### src/walt_pkg.sv
// walt_pkg: types, widths and codes shared by the log transaction tracker
// used by walt_ctrl, walt_dp, the top level and its checker
`default_nettype none

package walt_pkg;

  localparam int unsigned MAX_ENTRIES_DEF = 30;

  localparam int unsigned BLK_W     = 31;
  localparam int unsigned CNT_W     = 5;
  localparam int unsigned LB_W      = 16;
  localparam int unsigned OPS_W     = 8;
  localparam int unsigned REQ_W     = 2;
  localparam int unsigned KIND_W    = 2;
  localparam int unsigned ST_W      = 3;
  localparam int unsigned CFG_IDX_W = 2;
  localparam int unsigned CFG_W     = 31;

  typedef enum logic [REQ_W-1:0] {
    REQ_BEGIN = 2'd0,
    REQ_END   = 2'd1,
    REQ_LOG   = 2'd2
  } req_e;

  typedef enum logic [KIND_W-1:0] {
    KIND_STATUS = 2'd0,
    KIND_COPY   = 2'd1,
    KIND_HEADER = 2'd2
  } kind_e;

  typedef enum logic [ST_W-1:0] {
    ST_OK        = 3'd0,
    ST_WAIT      = 3'd1,
    ST_TOO_LARGE = 3'd2,
    ST_OUTSIDE   = 3'd3,
    ST_NO_BEGIN  = 3'd4
  } st_e;

  typedef enum logic [CFG_IDX_W-1:0] {
    CFG_LOG_START  = 2'd0,
    CFG_LOG_BLOCKS = 2'd1
  } cfg_idx_e;

  typedef enum logic [2:0] {
    SEL_REPLY   = 3'd0,
    SEL_COPY    = 3'd1,
    SEL_HDR_N   = 3'd2,
    SEL_INSTALL = 3'd3,
    SEL_HDR0    = 3'd4
  } out_sel_e;

  typedef enum logic [3:0] {
    S_IDLE  = 4'd0,
    S_LOOK  = 4'd1,
    S_REPLY = 4'd2,
    S_CP_RD = 4'd3,
    S_CP_EM = 4'd4,
    S_HDR_N = 4'd5,
    S_IN_RD = 4'd6,
    S_IN_EM = 4'd7,
    S_HDR0  = 4'd8
  } state_e;

  typedef struct packed {
    logic     take;
    logic     set_st;
    st_e      st;
    logic     pin;
    logic     inc_oo;
    logic     dec_oo;
    logic     look_step;
    logic     ram_wr;
    logic     ram_re;
    logic     idx_clr;
    logic     idx_inc;
    logic     clr_ec;
    logic     out_load;
    out_sel_e sel;
  } cmd_t;

  typedef struct packed {
    logic oo_zero;
    logic oo_one;
    logic ec_zero;
    logic too_large;
    logic match;
    logic miss;
    logic idx_last;
    logic out_free;
  } sts_t;

endpackage

`default_nettype wire

### src/walt_ram.sv
// walt_ram: generic simple dual-port ram, one write and one registered read
// no dependencies
`default_nettype none

module walt_ram #(
  parameter int unsigned WIDTH = 31,
  parameter int unsigned DEPTH = 30,
  localparam int unsigned AW = (DEPTH > 1) ? $clog2(DEPTH) : 1
) (
  input  logic             clk_i,
  input  logic             we_i,
  input  logic [AW-1:0]    waddr_i,
  input  logic [WIDTH-1:0] wdata_i,
  input  logic             re_i,
  input  logic [AW-1:0]    raddr_i,
  output logic [WIDTH-1:0] rdata_o
);

  logic [WIDTH-1:0] mem_q [DEPTH];
  logic [WIDTH-1:0] rdata_q;

  always_ff @(posedge clk_i) begin
    if (we_i) begin
      mem_q[waddr_i] <= wdata_i;
    end
    if (re_i) begin
      rdata_q <= mem_q[raddr_i];
    end
  end

  assign rdata_o = rdata_q;

endmodule

`default_nettype wire

### src/walt_dp.sv
// walt_dp: datapath with config registers, counters, block table and result register
// depends on walt_pkg and walt_ram
`default_nettype none

module walt_dp #(
  parameter int unsigned MAX_ENTRIES = walt_pkg::MAX_ENTRIES_DEF
) (
  input  logic                            clk_i,
  input  logic                            rst_ni,
  input  logic                            cfg_valid_i,
  output logic                            cfg_ready_o,
  input  logic [walt_pkg::CFG_IDX_W-1:0]  cfg_index_i,
  input  logic [walt_pkg::CFG_W-1:0]      cfg_data_i,
  input  logic [walt_pkg::BLK_W-1:0]      in_block_no_i,
  input  logic                            out_stall_i,
  output logic                            out_valid_o,
  output logic [walt_pkg::KIND_W-1:0]     out_kind_o,
  output logic [walt_pkg::ST_W-1:0]       out_status_o,
  output logic [walt_pkg::BLK_W-1:0]      out_source_block_o,
  output logic [walt_pkg::BLK_W-1:0]      out_dst_block_o,
  output logic [walt_pkg::CNT_W-1:0]      out_header_count_o,
  output logic                            out_pin_block_o,
  output logic                            out_unpin_block_o,
  output logic                            out_last_o,
  input  walt_pkg::cmd_t                  cmd_i,
  output walt_pkg::sts_t                  sts_o
);

  localparam int unsigned AW = (MAX_ENTRIES > 1) ? $clog2(MAX_ENTRIES) : 1;

  logic [walt_pkg::BLK_W-1:0] ls_q, ls_d;
  logic [walt_pkg::LB_W-1:0]  lb_q, lb_d;
  logic [walt_pkg::CNT_W-1:0] ec_q, ec_d;
  logic [walt_pkg::OPS_W-1:0] oo_q, oo_d;
  logic [walt_pkg::CNT_W-1:0] idx_q, idx_d;
  logic                       rv_q, rv_d;
  logic [walt_pkg::BLK_W-1:0] blk_q, blk_d;
  walt_pkg::st_e              st_q, st_d;
  logic                       pin_q, pin_d;

  logic                       ov_q, ov_d;
  walt_pkg::kind_e            okind_q, okind_d;
  walt_pkg::st_e              ost_q, ost_d;
  logic [walt_pkg::BLK_W-1:0] osrc_q, osrc_d;
  logic [walt_pkg::BLK_W-1:0] odst_q, odst_d;
  logic [walt_pkg::CNT_W-1:0] ohc_q, ohc_d;
  logic                       opin_q, opin_d;
  logic                       ounpin_q, ounpin_d;
  logic                       olast_q, olast_d;

  logic                       issue;
  logic                       ram_re;
  logic [walt_pkg::BLK_W-1:0] rdata;
  logic [walt_pkg::BLK_W-1:0] log_addr;
  logic                       cfg_wr;

  assign cfg_ready_o = 1'b1;
  assign cfg_wr      = cfg_valid_i && cfg_ready_o;

  assign issue    = idx_q < ec_q;
  assign ram_re   = cmd_i.ram_re || (cmd_i.look_step && issue);
  assign log_addr = ls_q + walt_pkg::BLK_W'(idx_q) + walt_pkg::BLK_W'(1);

  walt_ram #(
    .WIDTH (walt_pkg::BLK_W),
    .DEPTH (MAX_ENTRIES)
  ) u_ram (
    .clk_i   (clk_i),
    .we_i    (cmd_i.ram_wr),
    .waddr_i (ec_q[AW-1:0]),
    .wdata_i (blk_q),
    .re_i    (ram_re),
    .raddr_i (idx_q[AW-1:0]),
    .rdata_o (rdata)
  );

  // config and counters
  always_comb begin
    ls_d  = ls_q;
    lb_d  = lb_q;
    ec_d  = ec_q;
    oo_d  = oo_q;
    idx_d = idx_q;
    rv_d  = 1'b0;
    blk_d = blk_q;
    st_d  = st_q;
    pin_d = pin_q;
    if (cfg_wr) begin
      unique case (walt_pkg::cfg_idx_e'(cfg_index_i))
        walt_pkg::CFG_LOG_START:  ls_d = cfg_data_i[walt_pkg::BLK_W-1:0];
        walt_pkg::CFG_LOG_BLOCKS: lb_d = cfg_data_i[walt_pkg::LB_W-1:0];
        default: ;
      endcase
    end
    if (cmd_i.take) begin
      blk_d = in_block_no_i;
    end
    if (cmd_i.set_st) begin
      st_d  = cmd_i.st;
      pin_d = cmd_i.pin;
    end
    if (cmd_i.inc_oo && (oo_q != '1)) begin
      oo_d = oo_q + walt_pkg::OPS_W'(1);
    end
    if (cmd_i.dec_oo) begin
      oo_d = oo_q - walt_pkg::OPS_W'(1);
    end
    if (cmd_i.ram_wr) begin
      ec_d = ec_q + walt_pkg::CNT_W'(1);
    end
    if (cmd_i.clr_ec) begin
      ec_d = '0;
    end
    if (cmd_i.idx_clr) begin
      idx_d = '0;
    end else if (cmd_i.idx_inc || (cmd_i.look_step && issue)) begin
      idx_d = idx_q + walt_pkg::CNT_W'(1);
    end
    if (cmd_i.look_step) begin
      rv_d = issue;
    end
  end

  // result register
  always_comb begin
    ov_d     = ov_q && out_stall_i;
    okind_d  = okind_q;
    ost_d    = ost_q;
    osrc_d   = osrc_q;
    odst_d   = odst_q;
    ohc_d    = ohc_q;
    opin_d   = opin_q;
    ounpin_d = ounpin_q;
    olast_d  = olast_q;
    if (cmd_i.out_load) begin
      ov_d     = 1'b1;
      okind_d  = walt_pkg::KIND_STATUS;
      ost_d    = walt_pkg::ST_OK;
      osrc_d   = '0;
      odst_d   = '0;
      ohc_d    = '0;
      opin_d   = 1'b0;
      ounpin_d = 1'b0;
      olast_d  = 1'b0;
      unique case (cmd_i.sel)
        walt_pkg::SEL_REPLY: begin
          ost_d   = st_q;
          opin_d  = pin_q;
          olast_d = 1'b1;
        end
        walt_pkg::SEL_COPY: begin
          okind_d = walt_pkg::KIND_COPY;
          osrc_d  = rdata;
          odst_d  = log_addr;
        end
        walt_pkg::SEL_HDR_N: begin
          okind_d = walt_pkg::KIND_HEADER;
          ohc_d   = ec_q;
        end
        walt_pkg::SEL_INSTALL: begin
          okind_d  = walt_pkg::KIND_COPY;
          osrc_d   = log_addr;
          odst_d   = rdata;
          ounpin_d = 1'b1;
        end
        walt_pkg::SEL_HDR0: begin
          okind_d = walt_pkg::KIND_HEADER;
          olast_d = 1'b1;
        end
        default: ;
      endcase
    end
  end

  always_ff @(posedge clk_i or negedge rst_ni) begin
    if (!rst_ni) begin
      ls_q  <= '0;
      lb_q  <= walt_pkg::LB_W'(31);
      ec_q  <= '0;
      oo_q  <= '0;
      idx_q <= '0;
      rv_q  <= 1'b0;
      ov_q  <= 1'b0;
    end else begin
      ls_q  <= ls_d;
      lb_q  <= lb_d;
      ec_q  <= ec_d;
      oo_q  <= oo_d;
      idx_q <= idx_d;
      rv_q  <= rv_d;
      ov_q  <= ov_d;
    end
  end

  always_ff @(posedge clk_i) begin
    blk_q    <= blk_d;
    st_q     <= st_d;
    pin_q    <= pin_d;
    okind_q  <= okind_d;
    ost_q    <= ost_d;
    osrc_q   <= osrc_d;
    odst_q   <= odst_d;
    ohc_q    <= ohc_d;
    opin_q   <= opin_d;
    ounpin_q <= ounpin_d;
    olast_q  <= olast_d;
  end

  assign sts_o.oo_zero   = (oo_q == '0);
  assign sts_o.oo_one    = (oo_q == walt_pkg::OPS_W'(1));
  assign sts_o.ec_zero   = (ec_q == '0);
  assign sts_o.too_large = (ec_q >= walt_pkg::CNT_W'(MAX_ENTRIES)) ||
                           (({{(walt_pkg::LB_W + 1 - walt_pkg::CNT_W){1'b0}}, ec_q}
                             + 17'd1) >= {1'b0, lb_q});
  assign sts_o.match     = rv_q && (rdata == blk_q);
  assign sts_o.miss      = !issue && !rv_q;
  assign sts_o.idx_last  = ((idx_q + walt_pkg::CNT_W'(1)) == ec_q);
  assign sts_o.out_free  = !ov_q || !out_stall_i;

  assign out_valid_o        = ov_q;
  assign out_kind_o         = okind_q;
  assign out_status_o       = ost_q;
  assign out_source_block_o = osrc_q;
  assign out_dst_block_o    = odst_q;
  assign out_header_count_o = ohc_q;
  assign out_pin_block_o    = opin_q;
  assign out_unpin_block_o  = ounpin_q;
  assign out_last_o         = olast_q;

endmodule

`default_nettype wire

### src/walt_ctrl.sv
// walt_ctrl: request sequencer for lookup, reply and commit
// depends on walt_pkg
`default_nettype none

module walt_ctrl (
  input  logic                        clk_i,
  input  logic                        rst_ni,
  input  logic                        in_valid_i,
  output logic                        in_stall_o,
  input  logic [walt_pkg::REQ_W-1:0]  in_req_type_i,
  input  walt_pkg::sts_t              sts_i,
  output walt_pkg::cmd_t              cmd_o
);

  walt_pkg::state_e state_q, state_d;
  logic             can_begin;
  logic             commit;

  assign can_begin  = sts_i.ec_zero && sts_i.oo_zero;
  assign commit     = sts_i.oo_one && !sts_i.ec_zero;
  assign in_stall_o = (state_q != walt_pkg::S_IDLE);

  // next state
  always_comb begin
    state_d = state_q;
    unique case (state_q)
      walt_pkg::S_IDLE: begin
        if (in_valid_i) begin
          unique case (walt_pkg::req_e'(in_req_type_i))
            walt_pkg::REQ_BEGIN: state_d = walt_pkg::S_REPLY;
            walt_pkg::REQ_LOG: begin
              if (sts_i.too_large || sts_i.oo_zero) begin
                state_d = walt_pkg::S_REPLY;
              end else begin
                state_d = walt_pkg::S_LOOK;
              end
            end
            walt_pkg::REQ_END: begin
              if (!sts_i.oo_zero && commit) begin
                state_d = walt_pkg::S_CP_RD;
              end else begin
                state_d = walt_pkg::S_REPLY;
              end
            end
            default: ;
          endcase
        end
      end
      walt_pkg::S_LOOK: begin
        if (sts_i.match || sts_i.miss) begin
          state_d = walt_pkg::S_REPLY;
        end
      end
      walt_pkg::S_REPLY: begin
        if (sts_i.out_free) begin
          state_d = walt_pkg::S_IDLE;
        end
      end
      walt_pkg::S_CP_RD: state_d = walt_pkg::S_CP_EM;
      walt_pkg::S_CP_EM: begin
        if (sts_i.out_free) begin
          state_d = sts_i.idx_last ? walt_pkg::S_HDR_N : walt_pkg::S_CP_RD;
        end
      end
      walt_pkg::S_HDR_N: begin
        if (sts_i.out_free) begin
          state_d = walt_pkg::S_IN_RD;
        end
      end
      walt_pkg::S_IN_RD: state_d = walt_pkg::S_IN_EM;
      walt_pkg::S_IN_EM: begin
        if (sts_i.out_free) begin
          state_d = sts_i.idx_last ? walt_pkg::S_HDR0 : walt_pkg::S_IN_RD;
        end
      end
      walt_pkg::S_HDR0: begin
        if (sts_i.out_free) begin
          state_d = walt_pkg::S_IDLE;
        end
      end
      default: state_d = walt_pkg::S_IDLE;
    endcase
  end

  // commands
  always_comb begin
    cmd_o = '0;
    unique case (state_q)
      walt_pkg::S_IDLE: begin
        if (in_valid_i) begin
          cmd_o.take = 1'b1;
          unique case (walt_pkg::req_e'(in_req_type_i))
            walt_pkg::REQ_BEGIN: begin
              cmd_o.set_st = 1'b1;
              cmd_o.st     = can_begin ? walt_pkg::ST_OK : walt_pkg::ST_WAIT;
              cmd_o.inc_oo = can_begin;
            end
            walt_pkg::REQ_LOG: begin
              if (sts_i.too_large) begin
                cmd_o.set_st = 1'b1;
                cmd_o.st     = walt_pkg::ST_TOO_LARGE;
              end else if (sts_i.oo_zero) begin
                cmd_o.set_st = 1'b1;
                cmd_o.st     = walt_pkg::ST_OUTSIDE;
              end else begin
                cmd_o.idx_clr = 1'b1;
              end
            end
            walt_pkg::REQ_END: begin
              if (sts_i.oo_zero) begin
                cmd_o.set_st = 1'b1;
                cmd_o.st     = walt_pkg::ST_NO_BEGIN;
              end else begin
                cmd_o.dec_oo = 1'b1;
                if (commit) begin
                  cmd_o.idx_clr = 1'b1;
                end else begin
                  cmd_o.set_st = 1'b1;
                  cmd_o.st     = walt_pkg::ST_OK;
                end
              end
            end
            default: ;
          endcase
        end
      end
      walt_pkg::S_LOOK: begin
        cmd_o.look_step = 1'b1;
        if (sts_i.match) begin
          cmd_o.set_st = 1'b1;
          cmd_o.st     = walt_pkg::ST_OK;
        end else if (sts_i.miss) begin
          cmd_o.ram_wr = 1'b1;
          cmd_o.set_st = 1'b1;
          cmd_o.st     = walt_pkg::ST_OK;
          cmd_o.pin    = 1'b1;
        end
      end
      walt_pkg::S_REPLY: begin
        cmd_o.out_load = sts_i.out_free;
        cmd_o.sel      = walt_pkg::SEL_REPLY;
      end
      walt_pkg::S_CP_RD: cmd_o.ram_re = 1'b1;
      walt_pkg::S_CP_EM: begin
        cmd_o.out_load = sts_i.out_free;
        cmd_o.sel      = walt_pkg::SEL_COPY;
        cmd_o.idx_clr  = sts_i.out_free && sts_i.idx_last;
        cmd_o.idx_inc  = sts_i.out_free && !sts_i.idx_last;
      end
      walt_pkg::S_HDR_N: begin
        cmd_o.out_load = sts_i.out_free;
        cmd_o.sel      = walt_pkg::SEL_HDR_N;
      end
      walt_pkg::S_IN_RD: cmd_o.ram_re = 1'b1;
      walt_pkg::S_IN_EM: begin
        cmd_o.out_load = sts_i.out_free;
        cmd_o.sel      = walt_pkg::SEL_INSTALL;
        cmd_o.idx_clr  = sts_i.out_free && sts_i.idx_last;
        cmd_o.idx_inc  = sts_i.out_free && !sts_i.idx_last;
      end
      walt_pkg::S_HDR0: begin
        cmd_o.out_load = sts_i.out_free;
        cmd_o.sel      = walt_pkg::SEL_HDR0;
        cmd_o.clr_ec   = sts_i.out_free;
      end
      default: ;
    endcase
  end

  always_ff @(posedge clk_i or negedge rst_ni) begin
    if (!rst_ni) begin
      state_q <= walt_pkg::S_IDLE;
    end else begin
      state_q <= state_d;
    end
  end

endmodule

`default_nettype wire

### src/write_ahead_log_transaction_tracker_top.sv
// write_ahead_log_transaction_tracker_top: log transaction tracker top level
// depends on walt_pkg, walt_ctrl, walt_dp and walt_ram
//
//   channel  direction  handshake            payload
//   in       sink       in_valid/in_stall    req_type, block_no
//   out      source     out_valid/out_stall  kind, status, src/dst, header_count, flags
//   cfg      sink       cfg_valid/cfg_ready  cfg_index, cfg_data
//
// begin, non-committing end and rejected writes: reply loaded in S_REPLY once the output is free
// logged write: S_LOOK scans the table, one table read per cycle, then S_REPLY loads the reply
// commit: copies to the log, count header, copies back, closing header; one table read per copy
// reset clears counters and control; the block table needs no clearing
// a stalled result holds the sequencer, the next item is taken once it reaches idle
`default_nettype none

module write_ahead_log_transaction_tracker_top #(
  parameter int unsigned MAX_ENTRIES = walt_pkg::MAX_ENTRIES_DEF
) (
  input  logic                            clk_i,
  input  logic                            rst_ni,
  input  logic                            cfg_valid_i,
  output logic                            cfg_ready_o,
  input  logic [walt_pkg::CFG_IDX_W-1:0]  cfg_index_i,
  input  logic [walt_pkg::CFG_W-1:0]      cfg_data_i,
  input  logic                            in_valid_i,
  output logic                            in_stall_o,
  input  logic [walt_pkg::REQ_W-1:0]      in_req_type_i,
  input  logic [walt_pkg::BLK_W-1:0]      in_block_no_i,
  output logic                            out_valid_o,
  input  logic                            out_stall_i,
  output logic [walt_pkg::KIND_W-1:0]     out_kind_o,
  output logic [walt_pkg::ST_W-1:0]       out_status_o,
  output logic [walt_pkg::BLK_W-1:0]      out_source_block_o,
  output logic [walt_pkg::BLK_W-1:0]      out_dst_block_o,
  output logic [walt_pkg::CNT_W-1:0]      out_header_count_o,
  output logic                            out_pin_block_o,
  output logic                            out_unpin_block_o,
  output logic                            out_last_o
);

  walt_pkg::cmd_t cmd;
  walt_pkg::sts_t sts;

  walt_ctrl u_ctrl (
    .clk_i         (clk_i),
    .rst_ni        (rst_ni),
    .in_valid_i    (in_valid_i),
    .in_stall_o    (in_stall_o),
    .in_req_type_i (in_req_type_i),
    .sts_i         (sts),
    .cmd_o         (cmd)
  );

  walt_dp #(
    .MAX_ENTRIES (MAX_ENTRIES)
  ) u_dp (
    .clk_i              (clk_i),
    .rst_ni             (rst_ni),
    .cfg_valid_i        (cfg_valid_i),
    .cfg_ready_o        (cfg_ready_o),
    .cfg_index_i        (cfg_index_i),
    .cfg_data_i         (cfg_data_i),
    .in_block_no_i      (in_block_no_i),
    .out_stall_i        (out_stall_i),
    .out_valid_o        (out_valid_o),
    .out_kind_o         (out_kind_o),
    .out_status_o       (out_status_o),
    .out_source_block_o (out_source_block_o),
    .out_dst_block_o    (out_dst_block_o),
    .out_header_count_o (out_header_count_o),
    .out_pin_block_o    (out_pin_block_o),
    .out_unpin_block_o  (out_unpin_block_o),
    .out_last_o         (out_last_o),
    .cmd_i              (cmd),
    .sts_o              (sts)
  );

endmodule

`default_nettype wire

### config.mk
export PLATFORM = sky130hd
export DESIGN_NAME = write_ahead_log_transaction_tracker_top
export DESIGN_NICKNAME = d
export VERILOG_FILES = /design/src/walt_pkg.sv /design/src/walt_ram.sv /design/src/walt_dp.sv /design/src/walt_ctrl.sv /design/src/write_ahead_log_transaction_tracker_top.sv
export SDC_FILE = /design/constraint.sdc
export NUM_CORES = 1
export LEC_CHECK = 0
export BUFFER_PORTS_ARGS = -buffer_cell sky130_fd_sc_hd__buf_2
export CAP_MARGIN = 25
export CORE_ASPECT_RATIO = 0.9
export CORE_UTILIZATION = 60
export CTS_BUF_LIST = sky130_fd_sc_hd__clkbuf_8
export CTS_CLUSTER_DIAMETER = 30
export CTS_CLUSTER_SIZE = 20
export DETAILED_ROUTE_END_ITERATION = 10
export PLACE_DENSITY = 0.77
export SYNTH_ARGS = -nofsm -noshare
export SYNTH_HDL_FRONTEND = slang
export SYNTH_SLANG_ARGS = --single-unit
### constraint.sdc
create_clock -name clk_i -period 5.95 [get_ports clk_i]
set_input_delay 0.8925 -clock clk_i [delete_from_list [all_inputs] [get_ports clk_i]]
set_output_delay 0.8925 -clock clk_i [all_outputs]
set_load 0.02 [all_outputs]
==> key figures <==
Outcome
  • Status: finished, final reports clean

Logic synthesis
  • Synth top area share: 0.712
  • Syn Area/Cell: 20.9 sq um
  • Register bit total from synthesis: 1142
  • Seq/Total Area, Yosys: 0.751
  • Synth Cell Area: 0.0452 sq mm
  • Largest cells by area after synthesis: edfxtp_1, mux4_2, dfrtp_1
  • Yosys cell types: 68
  • Syn_nets: 2260
  • Area leader, netlist: edfxtp_1
  • Number of synthesized flops with an enable pin: 1071
  • Async SR Flop Fraction: 0.0622
  • Prevailing post-synth register cell: edfxtp_1
  • Synth warn: 0
  • Synth Instances: 2160

Place
  • Pre-CTS setup slack: 1.58 ns
  • DP Cell Count: 3252
  • Port bufs: 147
  • DP Wirelength: 65600 um
  • Routability Congestion: 0.910

STA
  • Hold slack: 0.212 ns
  • Final worst-path setup slack: 1.56 ns
  • Worst slew pin tran: 1.06 ns
  • Clock skew: 0.0476 ns
  • Final setup vio count: 0
  • Setup repair after global routing missed its margin: no
  • Final min period: 4.39 ns
  • F_max: 228 MHz
  • Headroom to the max-slew limit: 0.294
  • Setup TNS Final: 0 ns
  • Final period utilization: 0.738
  • Final Max Tran Viols: 0
  • Final hold violation count: 0

Clock network
  • Sink Count: 1142
  • H-tree depth: 4
  • Post-CTS resize count: 0
  • Root Buffer: clkbuf_8
  • Worst-path clk slew: 0.08 ns
  • TritonCTS clock tree: done
  • Num CTS Buffers: 166
  • Clk buf depth: 3
  • Worst skew pair latency: 0.84 ns
  • # hold bufs at CTS: 0
  • Setup Buffers After CTS: 0

Worst setup path
  • Reg-to-Reg End: u_dp.u_ram.mem_q[0][11]
  • R2r worst-path depth: 8
  • Crit Path Max Fanout: 17
  • Class of the most critical setup path: reg -> reg
  • CP Capture Type: register
  • Worst reg-to-reg setup slack: 1.56 ns
  • WP data required: 6.41 ns
  • Data arrival time of the worst path: 4.85 ns
  • Reg2reg start: u_dp.ec_q[3]
  • Setup crit start kind: register
  • Worst Setup SP: u_dp.ec_q[3]

Floorplanning
  • Row cnt: 95
  • DIE AREA: 0.0764 sq mm
  • Die X: 291 um
  • Die height: 262 um
  • Core ar.: 0.0746 sq mm
  • Io pins: 149
  • Starting Density: 0.606

Detailed routing
  • Vias per cell: 6.51
  • Wire length on met3: 12600 um
  • Top sig layer: met4
  • Wirelength per Cell: 29.8 um
  • Met2 wire len: 49900 um
  • Post-Route WL: 106000 um
  • Drt first pass iters: 5
  • Routed Antenna Nets: 0
  • 1st-iter DRT viols: 2856
  • DRC errors left: 0
  • DR vias: 23300
  • DRT met1 WL: 41500 um

Global route
  • Number of global-route vias before repair: 23000
  • Initial antenna violation count: 3
  • Global-route wire length before repair: 154000 um
  • Pin count of the biggest net entering global routing: 111
  • Aggregate global routing overflow: 0
  • GRT Total Usage: 0.283

Cells and area
  • Share of post-route cells with drive strength above 1: 0.357
  • Commonest non-fill, non-tap cells in the layout: edfxtp_1, mux4_2, clkbuf_8, buf_2, nand2_1
  • Layout area overhead: 14.6%
  • Cell Count, Final, Fillers Out: 3576
  • Post-layout nets: 2554
  • Final core utilization: 0.694
  • Most common cell after layout, fill and taps aside: edfxtp_1

Power and ir drop
  • Clock Power Share: 0.307
  • P_int: 16.3 mW
  • Switching share of power: 0.310
  • Psw: 7.33 mW
  • Max rail drop VDD: 0.000338 V
  • Leakage: 16.8 nW
  • Pwr dens: 457 mW/mm^2
  • Seq pwr share: 0.443
  • Combinational Power Share: 0.250

Flow run
  • Max cap viols: 0

Min path
  • HP Class: in -> async
## metal layers
| layer | up-vias | GRT usage |
|---|---|---|
| met1 | 12100 | 0.414 |
| met2 | 1535 | 0.429 |
| met3 | 174 | 0.0690 |
| met5 | - | 0 |
| met4 | 0 | 0.0841 |
| li1 | 9480 | - |
## state kept, by name, summed over array words and instances (netlist names), 8 cells and up
signal	cells
u_dp.u_ram.mem_q	930
u_dp.blk_q	31
u_dp.ls_q	31
u_dp.out_dst_block_o	31
u_dp.out_source_block_o	31
u_dp.u_ram.rdata_o	31
u_dp.lb_q	16
u_dp.oo_q	8
## worst max path at each step
stage / end / cells past startpoint
finish: u_dp.u_ram.mem_q[0][11] / 8
CTS: u_dp.u_ram.mem_q[4][14] / 8
global route: u_dp.u_ram.mem_q[5][11] / 8
global placement: u_dp.u_ram.mem_q[9][18] / 7
detailed placement: u_dp.u_ram.mem_q[9][20] / 8
floorplan: u_dp.out_dst_block_o[0] / 5
## area by class of cell
class	count	area (sq um)
antenna	6	15.0
clock buffer	170	2340
clock inverter	144	1610
fill	4366	22900
inverter	24	90.1
multi-input combinational	896	10900
sequential	1142	34000
tap	970	1210
timing repair buffer	224	1620
## kinds of logic (layout without fill, tap and decap cells)
logic type,count (synthesis),in the layout,share of synthesized area
multiplexers,386,386,0.166
other,1,7,0.0000830
flip-flops,1142,1142,0.751
XOR/XNOR,83,83,0.0161
AND/OR/NAND/NOR,274,274,0.0292
buffers and inverters,122,562,0.0127
AO/OA/AOI/OAI,123,123,0.0171
adder cells (fa/ha/maj),29,29,0.00819
## synth_stat cells, types with 3 or more instances
cell type  instances
a22o_1             6
buf_1              8
mux4_2           279
ha_1              28
mux2_1            27
inv_2              3
xnor2_1           52
dfrtp_1           66
o21a_1             5
xor2_1            31
clkbuf_1          49
nand3_1           32
and2_1            11
nand4_1           15
dfstp_2            5
nor4_1             8
o21ai_0           12
a21oi_1           17
buf_2             19
and3_1             7
nand3b_1           3
nor3b_1            3
buf_4             19
nand2b_1           5
mux2_2            79
nor2b_1            7
a21o_1             6
nor3_1            10
nand2_1           88
buf_6              3
o21ai_1           53
nor2_1            69
inv_1             20
edfxtp_1        1071
nand2_2            3
## power groups by stage
| stage | registers, mW | clock network (mW) | logic [mW] |
|---|---|---|---|
| after floorplan | 10.7 | 0 | 3.78 |
| after global placement | 10.6 | 0 | 5.76 |
| after CTS | 10.5 | 7.34 | 5.94 |
| after detailed placement | 10.6 | 0 | 5.89 |
| after global routing | 10.5 | 7.67 | 6.25 |
| final | 10.5 | 7.26 | 5.92 |
## critical path: stages, from the launching register on
cell      delay, ns
dfrtp_1        0.55
clkinv_1       0.30
ha_1           0.39
a21o_1         0.13
a21oi_1        0.14
a211oi_4       0.63
nand2_1        0.65
nor2_4         0.78
buf_4          0.44
## through the flow
| step | power, mW | instance area (sq um) |
|---|---|---|
| floorplan | 14.5 | 45200 |
| global placement | 16.4 | 47400 |
| detailed placement | 16.5 | 47700 |
| CTS | 23.7 | 51700 |
| global route | 24.5 | 51800 |
| finish | 23.7 | 51800 |
Power figures use the tool's default switching activity.
